## src/design/fpfa_pkg.sv

```systemverilog
package fpfa_pkg;

    // Table geometry
    localparam int MAX_PARTITIONS = 16;
    localparam int SPACE_BITS     = 16;
    localparam int ID_W           = 16;
    localparam int IDX_W          = $clog2(MAX_PARTITIONS);
    localparam int CNT_W          = IDX_W + 1;
    localparam int META_W         = ID_W + SPACE_BITS;

    // Configuration port
    localparam int CFG_IDX_W  = 2;
    localparam int CFG_DATA_W = 5;
    localparam int POLICY_W   = 2;
    localparam int ACT_W      = 5;

    localparam logic [CFG_IDX_W-1:0] CFG_FIT_POLICY    = 2'd0;
    localparam logic [CFG_IDX_W-1:0] CFG_ACTIVE_BLOCKS = 2'd1;

    // Commands
    localparam logic [1:0] CMD_LOAD    = 2'd0;
    localparam logic [1:0] CMD_ALLOC   = 2'd1;
    localparam logic [1:0] CMD_RESTORE = 2'd2;

    // Fit policies; the unused code acts as first fit
    localparam logic [POLICY_W-1:0] POLICY_FIRST = 2'd0;
    localparam logic [POLICY_W-1:0] POLICY_BEST  = 2'd1;
    localparam logic [POLICY_W-1:0] POLICY_WORST = 2'd2;

    // Control from the sequencer to the candidate picker
    typedef struct packed {
        logic                  clear;
        logic                  valid;
        logic [POLICY_W-1:0]   policy;
        logic [SPACE_BITS-1:0] req;
        logic [IDX_W-1:0]      idx;
        logic [ID_W-1:0]       id;
        logic [SPACE_BITS-1:0] free;
    } pick_ctl_t;

    // Current choice held by the picker
    typedef struct packed {
        logic                  found;
        logic [IDX_W-1:0]      idx;
        logic [ID_W-1:0]       id;
        logic [SPACE_BITS-1:0] free;
    } pick_res_t;

endpackage

```

## src/design/fpfa_ram.sv

```systemverilog
// Single write port, single read port, registered read data
module fpfa_ram #(
    parameter int WIDTH  = 16,
    parameter int DEPTH  = 16,
    parameter int ADDR_W = $clog2(DEPTH)
) (
    input  logic              clk,
    input  logic              we,
    input  logic [ADDR_W-1:0] wr_addr,
    input  logic [WIDTH-1:0]  wr_data,
    input  logic              rd_en,
    input  logic [ADDR_W-1:0] rd_addr,
    output logic [WIDTH-1:0]  rd_data
);

    logic [WIDTH-1:0] mem [DEPTH];
    logic [WIDTH-1:0] rd_data_reg;

    always_ff @(posedge clk)
    begin
        if (we)
        begin
            mem[wr_addr] <= wr_data;
        end
        if (rd_en)
        begin
            rd_data_reg <= mem[rd_addr];
        end
    end

    assign rd_data = rd_data_reg;

endmodule

```

## src/design/fpfa_pick.sv

```systemverilog
// Keeps the best candidate seen so far during a table scan
module fpfa_pick
    import fpfa_pkg::*;
(
    input  logic      clk,
    input  logic      rst_n,
    input  pick_ctl_t ctl,
    output pick_res_t res
);

    logic                  found_reg;
    logic [IDX_W-1:0]      idx_reg;
    logic [ID_W-1:0]       id_reg;
    logic [SPACE_BITS-1:0] free_reg;
    logic                  fits;
    logic                  better;
    logic                  take;

    // Candidate test; once found, first fit never replaces
    always_comb
    begin
        fits = (ctl.free >= ctl.req);
        case (ctl.policy)
            POLICY_BEST:  better = (ctl.free < free_reg);
            POLICY_WORST: better = (ctl.free > free_reg);
            default:      better = 1'b0;
        endcase
        take = ctl.valid && fits && (!found_reg || better);
    end

    always_ff @(posedge clk or negedge rst_n)
    begin
        if (!rst_n)
        begin
            found_reg <= 1'b0;
        end
        else if (ctl.clear)
        begin
            found_reg <= 1'b0;
        end
        else if (take)
        begin
            found_reg <= 1'b1;
        end
    end

    always_ff @(posedge clk)
    begin
        if (take)
        begin
            idx_reg  <= ctl.idx;
            id_reg   <= ctl.id;
            free_reg <= ctl.free;
        end
    end

    assign res.found = found_reg;
    assign res.idx   = idx_reg;
    assign res.id    = id_reg;
    assign res.free  = free_reg;

endmodule

```

## src/design/fixed_partition_fit_allocator.sv

```systemverilog
// Load: no result. Restore: one table entry per cycle.
// Allocate over n active entries: the scan reads the free and meta memories at
// one entry per cycle. One item at a time; the next item is taken once the
// current one is done.
// rst_n (async, active low) clears control and configuration; table
// contents are undefined until loaded.
module fixed_partition_fit_allocator
    import fpfa_pkg::*;
(
    input  logic                  clk,
    input  logic                  rst_n,
    // item input
    input  logic                  in_valid,
    output logic                  in_ready,
    input  logic [1:0]            command,
    input  logic [IDX_W-1:0]      entry_index,
    input  logic [ID_W-1:0]       entry_id,
    input  logic [SPACE_BITS-1:0] entry_total,
    input  logic [SPACE_BITS-1:0] entry_free,
    input  logic [SPACE_BITS-1:0] request_size,
    // result output
    output logic                  out_valid,
    input  logic                  out_ready,
    output logic                  granted,
    output logic [ID_W-1:0]       granted_id,
    output logic [IDX_W-1:0]      granted_index,
    output logic [SPACE_BITS-1:0] space_left,
    // configuration writes
    input  logic                  cfg_valid,
    output logic                  cfg_ready,
    input  logic [CFG_IDX_W-1:0]  cfg_index,
    input  logic [CFG_DATA_W-1:0] cfg_data
);

    typedef enum logic [1:0] {
        ST_IDLE,
        ST_SCAN,
        ST_UPDATE,
        ST_RESTORE
    } state_t;

    localparam logic [CNT_W-1:0] MAX_CNT = CNT_W'(MAX_PARTITIONS);

    state_t                state_reg,     state_next;
    logic [CNT_W-1:0]      cnt_reg,       cnt_next;
    logic [CNT_W-1:0]      n_reg,         n_next;
    logic                  rd_vld_reg,    rd_vld_next;
    logic [IDX_W-1:0]      rd_idx_reg,    rd_idx_next;
    logic [SPACE_BITS-1:0] req_reg,       req_next;
    logic [POLICY_W-1:0]   policy_reg,    policy_next;
    logic [ACT_W-1:0]      active_reg,    active_next;
    logic                  out_valid_reg, out_valid_next;
    logic                  granted_reg,   granted_next;
    logic [ID_W-1:0]       gid_reg,       gid_next;
    logic [IDX_W-1:0]      gidx_reg,      gidx_next;
    logic [SPACE_BITS-1:0] left_reg,      left_next;

    // memory ports
    logic                  meta_we;
    logic                  free_we;
    logic [IDX_W-1:0]      free_waddr;
    logic [SPACE_BITS-1:0] free_wdata;
    logic                  rd_en;
    logic [META_W-1:0]     meta_rdata;
    logic [SPACE_BITS-1:0] free_rdata;

    pick_ctl_t             pick_ctl;
    pick_res_t             pick_res;
    logic [SPACE_BITS-1:0] remain;

    fpfa_ram #(
        .WIDTH (META_W),
        .DEPTH (MAX_PARTITIONS)
    ) u_meta_ram (
        .clk     (clk),
        .we      (meta_we),
        .wr_addr (entry_index),
        .wr_data ({entry_id, entry_total}),
        .rd_en   (rd_en),
        .rd_addr (cnt_reg[IDX_W-1:0]),
        .rd_data (meta_rdata)
    );

    fpfa_ram #(
        .WIDTH (SPACE_BITS),
        .DEPTH (MAX_PARTITIONS)
    ) u_free_ram (
        .clk     (clk),
        .we      (free_we),
        .wr_addr (free_waddr),
        .wr_data (free_wdata),
        .rd_en   (rd_en),
        .rd_addr (cnt_reg[IDX_W-1:0]),
        .rd_data (free_rdata)
    );

    // Candidate picker sees read data in the cycle after the address
    always_comb
    begin
        pick_ctl.clear  = 1'b0;
        pick_ctl.valid  = rd_vld_reg && (state_reg == ST_SCAN);
        pick_ctl.policy = policy_reg;
        pick_ctl.req    = req_reg;
        pick_ctl.idx    = rd_idx_reg;
        pick_ctl.id     = meta_rdata[META_W-1:SPACE_BITS];
        pick_ctl.free   = free_rdata;
        if ((state_reg == ST_IDLE) && in_valid && (command == CMD_ALLOC))
        begin
            pick_ctl.clear = 1'b1;
        end
    end

    fpfa_pick u_pick (
        .clk   (clk),
        .rst_n (rst_n),
        .ctl   (pick_ctl),
        .res   (pick_res)
    );

    assign remain    = pick_res.free - req_reg;
    assign in_ready  = (state_reg == ST_IDLE);
    assign cfg_ready = 1'b1;

    // Sequencer next-state and memory control
    always_comb
    begin
        state_next     = state_reg;
        cnt_next       = cnt_reg;
        n_next         = n_reg;
        rd_vld_next    = 1'b0;
        rd_idx_next    = rd_idx_reg;
        req_next       = req_reg;
        policy_next    = policy_reg;
        active_next    = active_reg;
        out_valid_next = out_valid_reg;
        granted_next   = granted_reg;
        gid_next       = gid_reg;
        gidx_next      = gidx_reg;
        left_next      = left_reg;
        meta_we        = 1'b0;
        free_we        = 1'b0;
        free_waddr     = entry_index;
        free_wdata     = entry_free;
        rd_en          = 1'b0;

        // configuration
        if (cfg_valid)
        begin
            unique case (cfg_index)
                CFG_FIT_POLICY:    policy_next = cfg_data[POLICY_W-1:0];
                CFG_ACTIVE_BLOCKS: active_next = cfg_data[ACT_W-1:0];
                default:           ;
            endcase
        end

        // result taken downstream
        if (out_valid_reg && out_ready)
        begin
            out_valid_next = 1'b0;
        end

        unique case (state_reg)
            ST_IDLE:
            begin
                if (in_valid)
                begin
                    unique case (command)
                        CMD_LOAD:
                        begin
                            meta_we = 1'b1;
                            free_we = 1'b1;
                        end
                        CMD_ALLOC:
                        begin
                            req_next   = request_size;
                            cnt_next   = '0;
                            n_next     = (CNT_W'(active_reg) > MAX_CNT) ? MAX_CNT
                                                                       : CNT_W'(active_reg);
                            state_next = ST_SCAN;
                        end
                        CMD_RESTORE:
                        begin
                            cnt_next   = '0;
                            state_next = ST_RESTORE;
                        end
                        default: ;
                    endcase
                end
            end

            ST_SCAN:
            begin
                if (cnt_reg < n_reg)
                begin
                    rd_en       = 1'b1;
                    rd_vld_next = 1'b1;
                    rd_idx_next = cnt_reg[IDX_W-1:0];
                    cnt_next    = cnt_reg + 1'b1;
                end
                else if (!rd_vld_reg)
                begin
                    state_next = ST_UPDATE;
                end
            end

            ST_UPDATE:
            begin
                // wait for the output register to be free
                if (!out_valid_reg || out_ready)
                begin
                    out_valid_next = 1'b1;
                    granted_next   = pick_res.found;
                    if (pick_res.found)
                    begin
                        gid_next   = pick_res.id;
                        gidx_next  = pick_res.idx;
                        left_next  = remain;
                        free_we    = 1'b1;
                        free_waddr = pick_res.idx;
                        free_wdata = remain;
                    end
                    else
                    begin
                        gid_next  = '0;
                        gidx_next = '0;
                        left_next = '0;
                    end
                    state_next = ST_IDLE;
                end
            end

            ST_RESTORE:
            begin
                if (cnt_reg < MAX_CNT)
                begin
                    rd_en       = 1'b1;
                    rd_vld_next = 1'b1;
                    rd_idx_next = cnt_reg[IDX_W-1:0];
                    cnt_next    = cnt_reg + 1'b1;
                end
                else if (!rd_vld_reg)
                begin
                    state_next = ST_IDLE;
                end
                // copy total into free one entry behind the read
                if (rd_vld_reg)
                begin
                    free_we    = 1'b1;
                    free_waddr = rd_idx_reg;
                    free_wdata = meta_rdata[SPACE_BITS-1:0];
                end
            end

            default: state_next = ST_IDLE;
        endcase
    end

    // State and registered outputs
    always_ff @(posedge clk or negedge rst_n)
    begin
        if (!rst_n)
        begin
            state_reg     <= ST_IDLE;
            cnt_reg       <= '0;
            n_reg         <= '0;
            rd_vld_reg    <= 1'b0;
            rd_idx_reg    <= '0;
            req_reg       <= '0;
            policy_reg    <= POLICY_FIRST;
            active_reg    <= '0;
            out_valid_reg <= 1'b0;
            granted_reg   <= 1'b0;
            gid_reg       <= '0;
            gidx_reg      <= '0;
            left_reg      <= '0;
        end
        else
        begin
            state_reg     <= state_next;
            cnt_reg       <= cnt_next;
            n_reg         <= n_next;
            rd_vld_reg    <= rd_vld_next;
            rd_idx_reg    <= rd_idx_next;
            req_reg       <= req_next;
            policy_reg    <= policy_next;
            active_reg    <= active_next;
            out_valid_reg <= out_valid_next;
            granted_reg   <= granted_next;
            gid_reg       <= gid_next;
            gidx_reg      <= gidx_next;
            left_reg      <= left_next;
        end
    end

    assign out_valid     = out_valid_reg;
    assign granted       = granted_reg;
    assign granted_id    = gid_reg;
    assign granted_index = gidx_reg;
    assign space_left    = left_reg;

endmodule
```

## config.mk

```make
export PLATFORM = sky130hd
export DESIGN_NAME = fixed_partition_fit_allocator
export DESIGN_NICKNAME = d
export VERILOG_FILES = /design/src/design/fpfa_pkg.sv /design/src/design/fpfa_ram.sv /design/src/design/fpfa_pick.sv /design/src/design/fixed_partition_fit_allocator.sv
export SDC_FILE = /design/constraint.sdc
export NUM_CORES = 1
export LEC_CHECK = 0
export BUFFER_PORTS_ARGS = -buffer_cell sky130_fd_sc_hd__buf_2
export CAP_MARGIN = 20
export CORE_MARGIN = 5
export CORE_UTILIZATION = 55
export DETAILED_ROUTE_END_ITERATION = 7
export PLACE_DENSITY = 0.84
export SLEW_MARGIN = 40
export SYNTH_ARGS = -nofsm -noshare
export SYNTH_HDL_FRONTEND = slang
export SYNTH_SLANG_ARGS = --single-unit
export TNS_END_PERCENT = 50
```

## constraint.sdc

```tcl
create_clock -name clk -period 6.5 [get_ports clk]
set_input_delay 0.65 -clock clk [delete_from_list [all_inputs] [get_ports clk]]
set_output_delay 0.65 -clock clk [all_outputs]
set_load 0.02 [all_outputs]
```

==> flow_summary.ini <==
[run_status]
run_status = finished clean

[drt]
route.final.wire_length_mm = 95.6
drt-vias-per-instance = 6.74
wl_met2_mm = 47.8
drtAntennaViolNets = 0
drt-wirelength-per-cell_um = 33.1
highest-signal-layer = met5
route.layer.met1.wl_mm = 33.6
post-route-drc-count = 0
via_count_of_the_routed_design = 19493
dr_wl_met3_mm = 10.3
detail_route.iter0.violations = 2923
detailedRoute.firstPassIterationCount = 6

[placement]
numPortBuffers = 120
place.detailed.instances = 2721
detailedPlace.worstSlack_ns = 3.04
placer_s_final_routability_congestion_estimate = 0.868
detailedPlacementHpwl_mm = 51.1

[logic_synthesis]
syn_area_sq_um = 37300
asyncSetResetFlopFracSynth = 0.0849
synth_compound_area_frac = 0.0289
yosysSeqAreaShare = 0.738
synth_seq_cells = 931
yosys.cell_types.count = 67
simple_gate_share_of_the_synthesized_area = 0.0254
dominantRegCellSynth = edfxtp_1
combinational_family_with_the_most_area_after_synthesis = multiplexers
synth-adder-area-share = 0.0196
mappedNetlistNets = 1903
instance_count_of_the_mapped_netlist = 1763
post_synth_xor_area_fraction = 0.00211
synthesis.yosys.warnings = 0
syn-mean-instance-area_sq_um = 21.2
synth-edff-count = 852
synth.mux.area_fraction = 0.166

[timing]
period_share = 0.532
tightest_slew_ns = 0.849
unrepaired_setup_endpoints_after_global_routing = false
finalSetupViolations = 0
worst_slew_margin_rel = 0.434
period_needed_ns = 3.46
final.setup.tns_ns = 0
timing.final.ws_setup_ns = 3.04
final_hold_fails = 0
timing.clock.skew_ns = 0.0322
slew_viol_final = 0
timing.fmax_mhz = 289

[clocking]
cts_repair_resize_count = 0
cts_max_path_buffers = 3
cts_num_sinks = 931
cts_max_level = 3
cts_root_buffer = clkbuf_16
tritoncts_buffer_count = 90
clk-insertion-delay-late_ns = 0.66
cts_tree = yes
cts.reportedPaths.clkPinSlew_ns = 0.07

[floorplanning]
core_sq_um = 67300
rows = 95
floorplan.die.width_um = 271
die_height_um = 271
design.die.area_sq_um = 73200
io-pin-count = 122
floorplan.initialDensity = 0.555

[worst_setup_path]
critPathRequiredTime_ns = 6.82
critPathKind = flip-flop to flip-flop
arrival_time_at_the_worst_endpoint_ns = 3.78
timing.critical_path.to_type = flip-flop
critical_path.max_fanout = 17
type_of_element_launching_the_critical_path = flip-flop
rrSetupSlack_ns = 3.04

[grt]
grt_pass1_vias = 19773
grt_overflow = 0
first_pass_grt_wire_length_mm = 138
globalRouteTotalUtil = 0.259
antenna_violations_before_repair = 11
grt_start_max_net_pins = 77

[cells_and_area]
largest_register_ff_count = 512
layout.filler_cells = 4208
finalNetCount = 2082
final-seq-area_sq_um = 27600
footprint_of_the_multi_input_gates_sq_um = 9190
stdcell_count = 2890
areaGrowthSynthToFinish_pct = 12.4
final_core_utilization = 0.624
layout-drive-gt1-share = 0.232

[pwr]
static-leakage-power_nw = 14.3
overall_power_w = 0.0170
ir_worst_vdd_mv = 0.235
power_per_cell_area_nw_per_um2 = 406

[min_path]
worst_hold_path_type = input pin to flip-flop

[flow_run]
max_cap_viol_count = 0
==> layout by cell type (no fill, tap or decap), drive strengths merged, types with 7 or more instances in the layout <==
master	netlist	layout
edfxtp	852	852
mux4	240	240
buf	38	166
clkbuf	42	117
nand2	95	95
dfrtp	79	79
ha	57	57
o21ai	52	52
inv	46	49
nor2	43	43
a21oi	30	30
mux2	28	28
clkinv	0	27
nand2b	15	15
a21o	14	14
bufinv	0	10
nand3	9	9
nor2b	7	7
a221o	7	7
nor3	7	7
==> logic make-up after synthesis <==
logic type	after synthesis
AO/OA/AOI/OAI	160
XOR/XNOR	9
adder cells (fa/ha/maj)	58
buffers and inverters	126
flip-flops	931
multiplexers	272
other	1
AND/OR/NAND/NOR	206
==> routing by layer <==
layer,GRT usage,up-vias
met5,0,-
met4,0.0981,10
met3,0.0642,258
met2,0.425,1585
met1,0.341,9925
li1,-,7715
==> synth_stat cells, drive strengths merged, types with 9 or more instances <==
master  instances  area (sq um)
nand2          95           362
mux2           28           315
o21ai          52           260
a21oi          30           150
mux4          240          5830
clkbuf         42           158
nand2b         15          93.8
a21o           14           105
nor2           43           161
edfxtp        852         25600
ha             57           713
inv            46           173
dfrtp          79          1980
buf            38           404
nand3           9          45.0
==> area by class of cell <==
| cell class | instances | share of cell area |
|---|---|---|
| clock buffers | 117 | 0.0568 |
| clock inverters | 45 | 0.0123 |
| flip-flops and latches | 931 | 0.657 |
| inverters | 46 | 0.00414 |
| multi-input cells | 706 | 0.219 |
| diodes | 5 | 0.000298 |
| repair buffers | 167 | 0.0245 |
| well taps | 873 | 0.0260 |
==> per-stage QoR <==
step / cell area, sq um / hold WS, ns
2_1_floorplan: 37300 / 0.354
3_3_place_gp: 39000 / 0.402
3_5_place_dp: 39000 / 0.405
4_1_cts: 41900 / 0.182
5_1_grt: 42000 / 0.193
6_report: 42000 / 0.212
==> worst paths after layout <==
kind | from | to | depth (start not counted)
worst max-delay path | state_reg[1]$_DFFE_PN0P_ | u_free_ram.mem[7][6]$_DFFE_PP_ | 7
worst min-delay path | request_size[13] | req_reg[13]$_DFFE_PN0P_ | 2
worst max register to register | state_reg[1]$_DFFE_PN0P_ | u_free_ram.mem[7][6]$_DFFE_PP_ | 7
worst min register to register | u_meta_ram.rd_data[28]$_DFFE_PP_ | u_pick.id_reg[12]$_DFFE_PP_ | 0
max in group asynchronous | rst_n | cnt_reg[2]$_DFFE_PN0P_ | 3
min in group asynchronous | rst_n | space_left[8]$_DFFE_PN0P_ | 2
==> critical path, stage by stage, from the launching register on <==
cell      delay [ns]
dfrtp_1         0.68
nor2b_1         0.39
and3_1          0.60
and2_1          0.36
a221oi_2        0.10
nand2b_1        0.33
nor2_1          0.34
buf_4           0.31
==> what timing repair did <==
action	in CTS	in global routing
endpoints found under the hold margin	20	0
hold buffers	1	0
setup buffers	0	0
endpoints found under the setup margin	0	0
==> power breakdown <==
part | total (W) | leakage, nW | internal (W) | switching (W)
clock network | 0.00525 | 1.39 | 0.00299 | 0.00225
logic | 0.00409 | 4.25 | 0.00179 | 0.00230
registers | 0.00769 | 8.70 | 0.00724 | 0.000453
total | 0.0170 | 14.3 | 0.0120 | 0.00501
(Power assumes the default switching activity.)
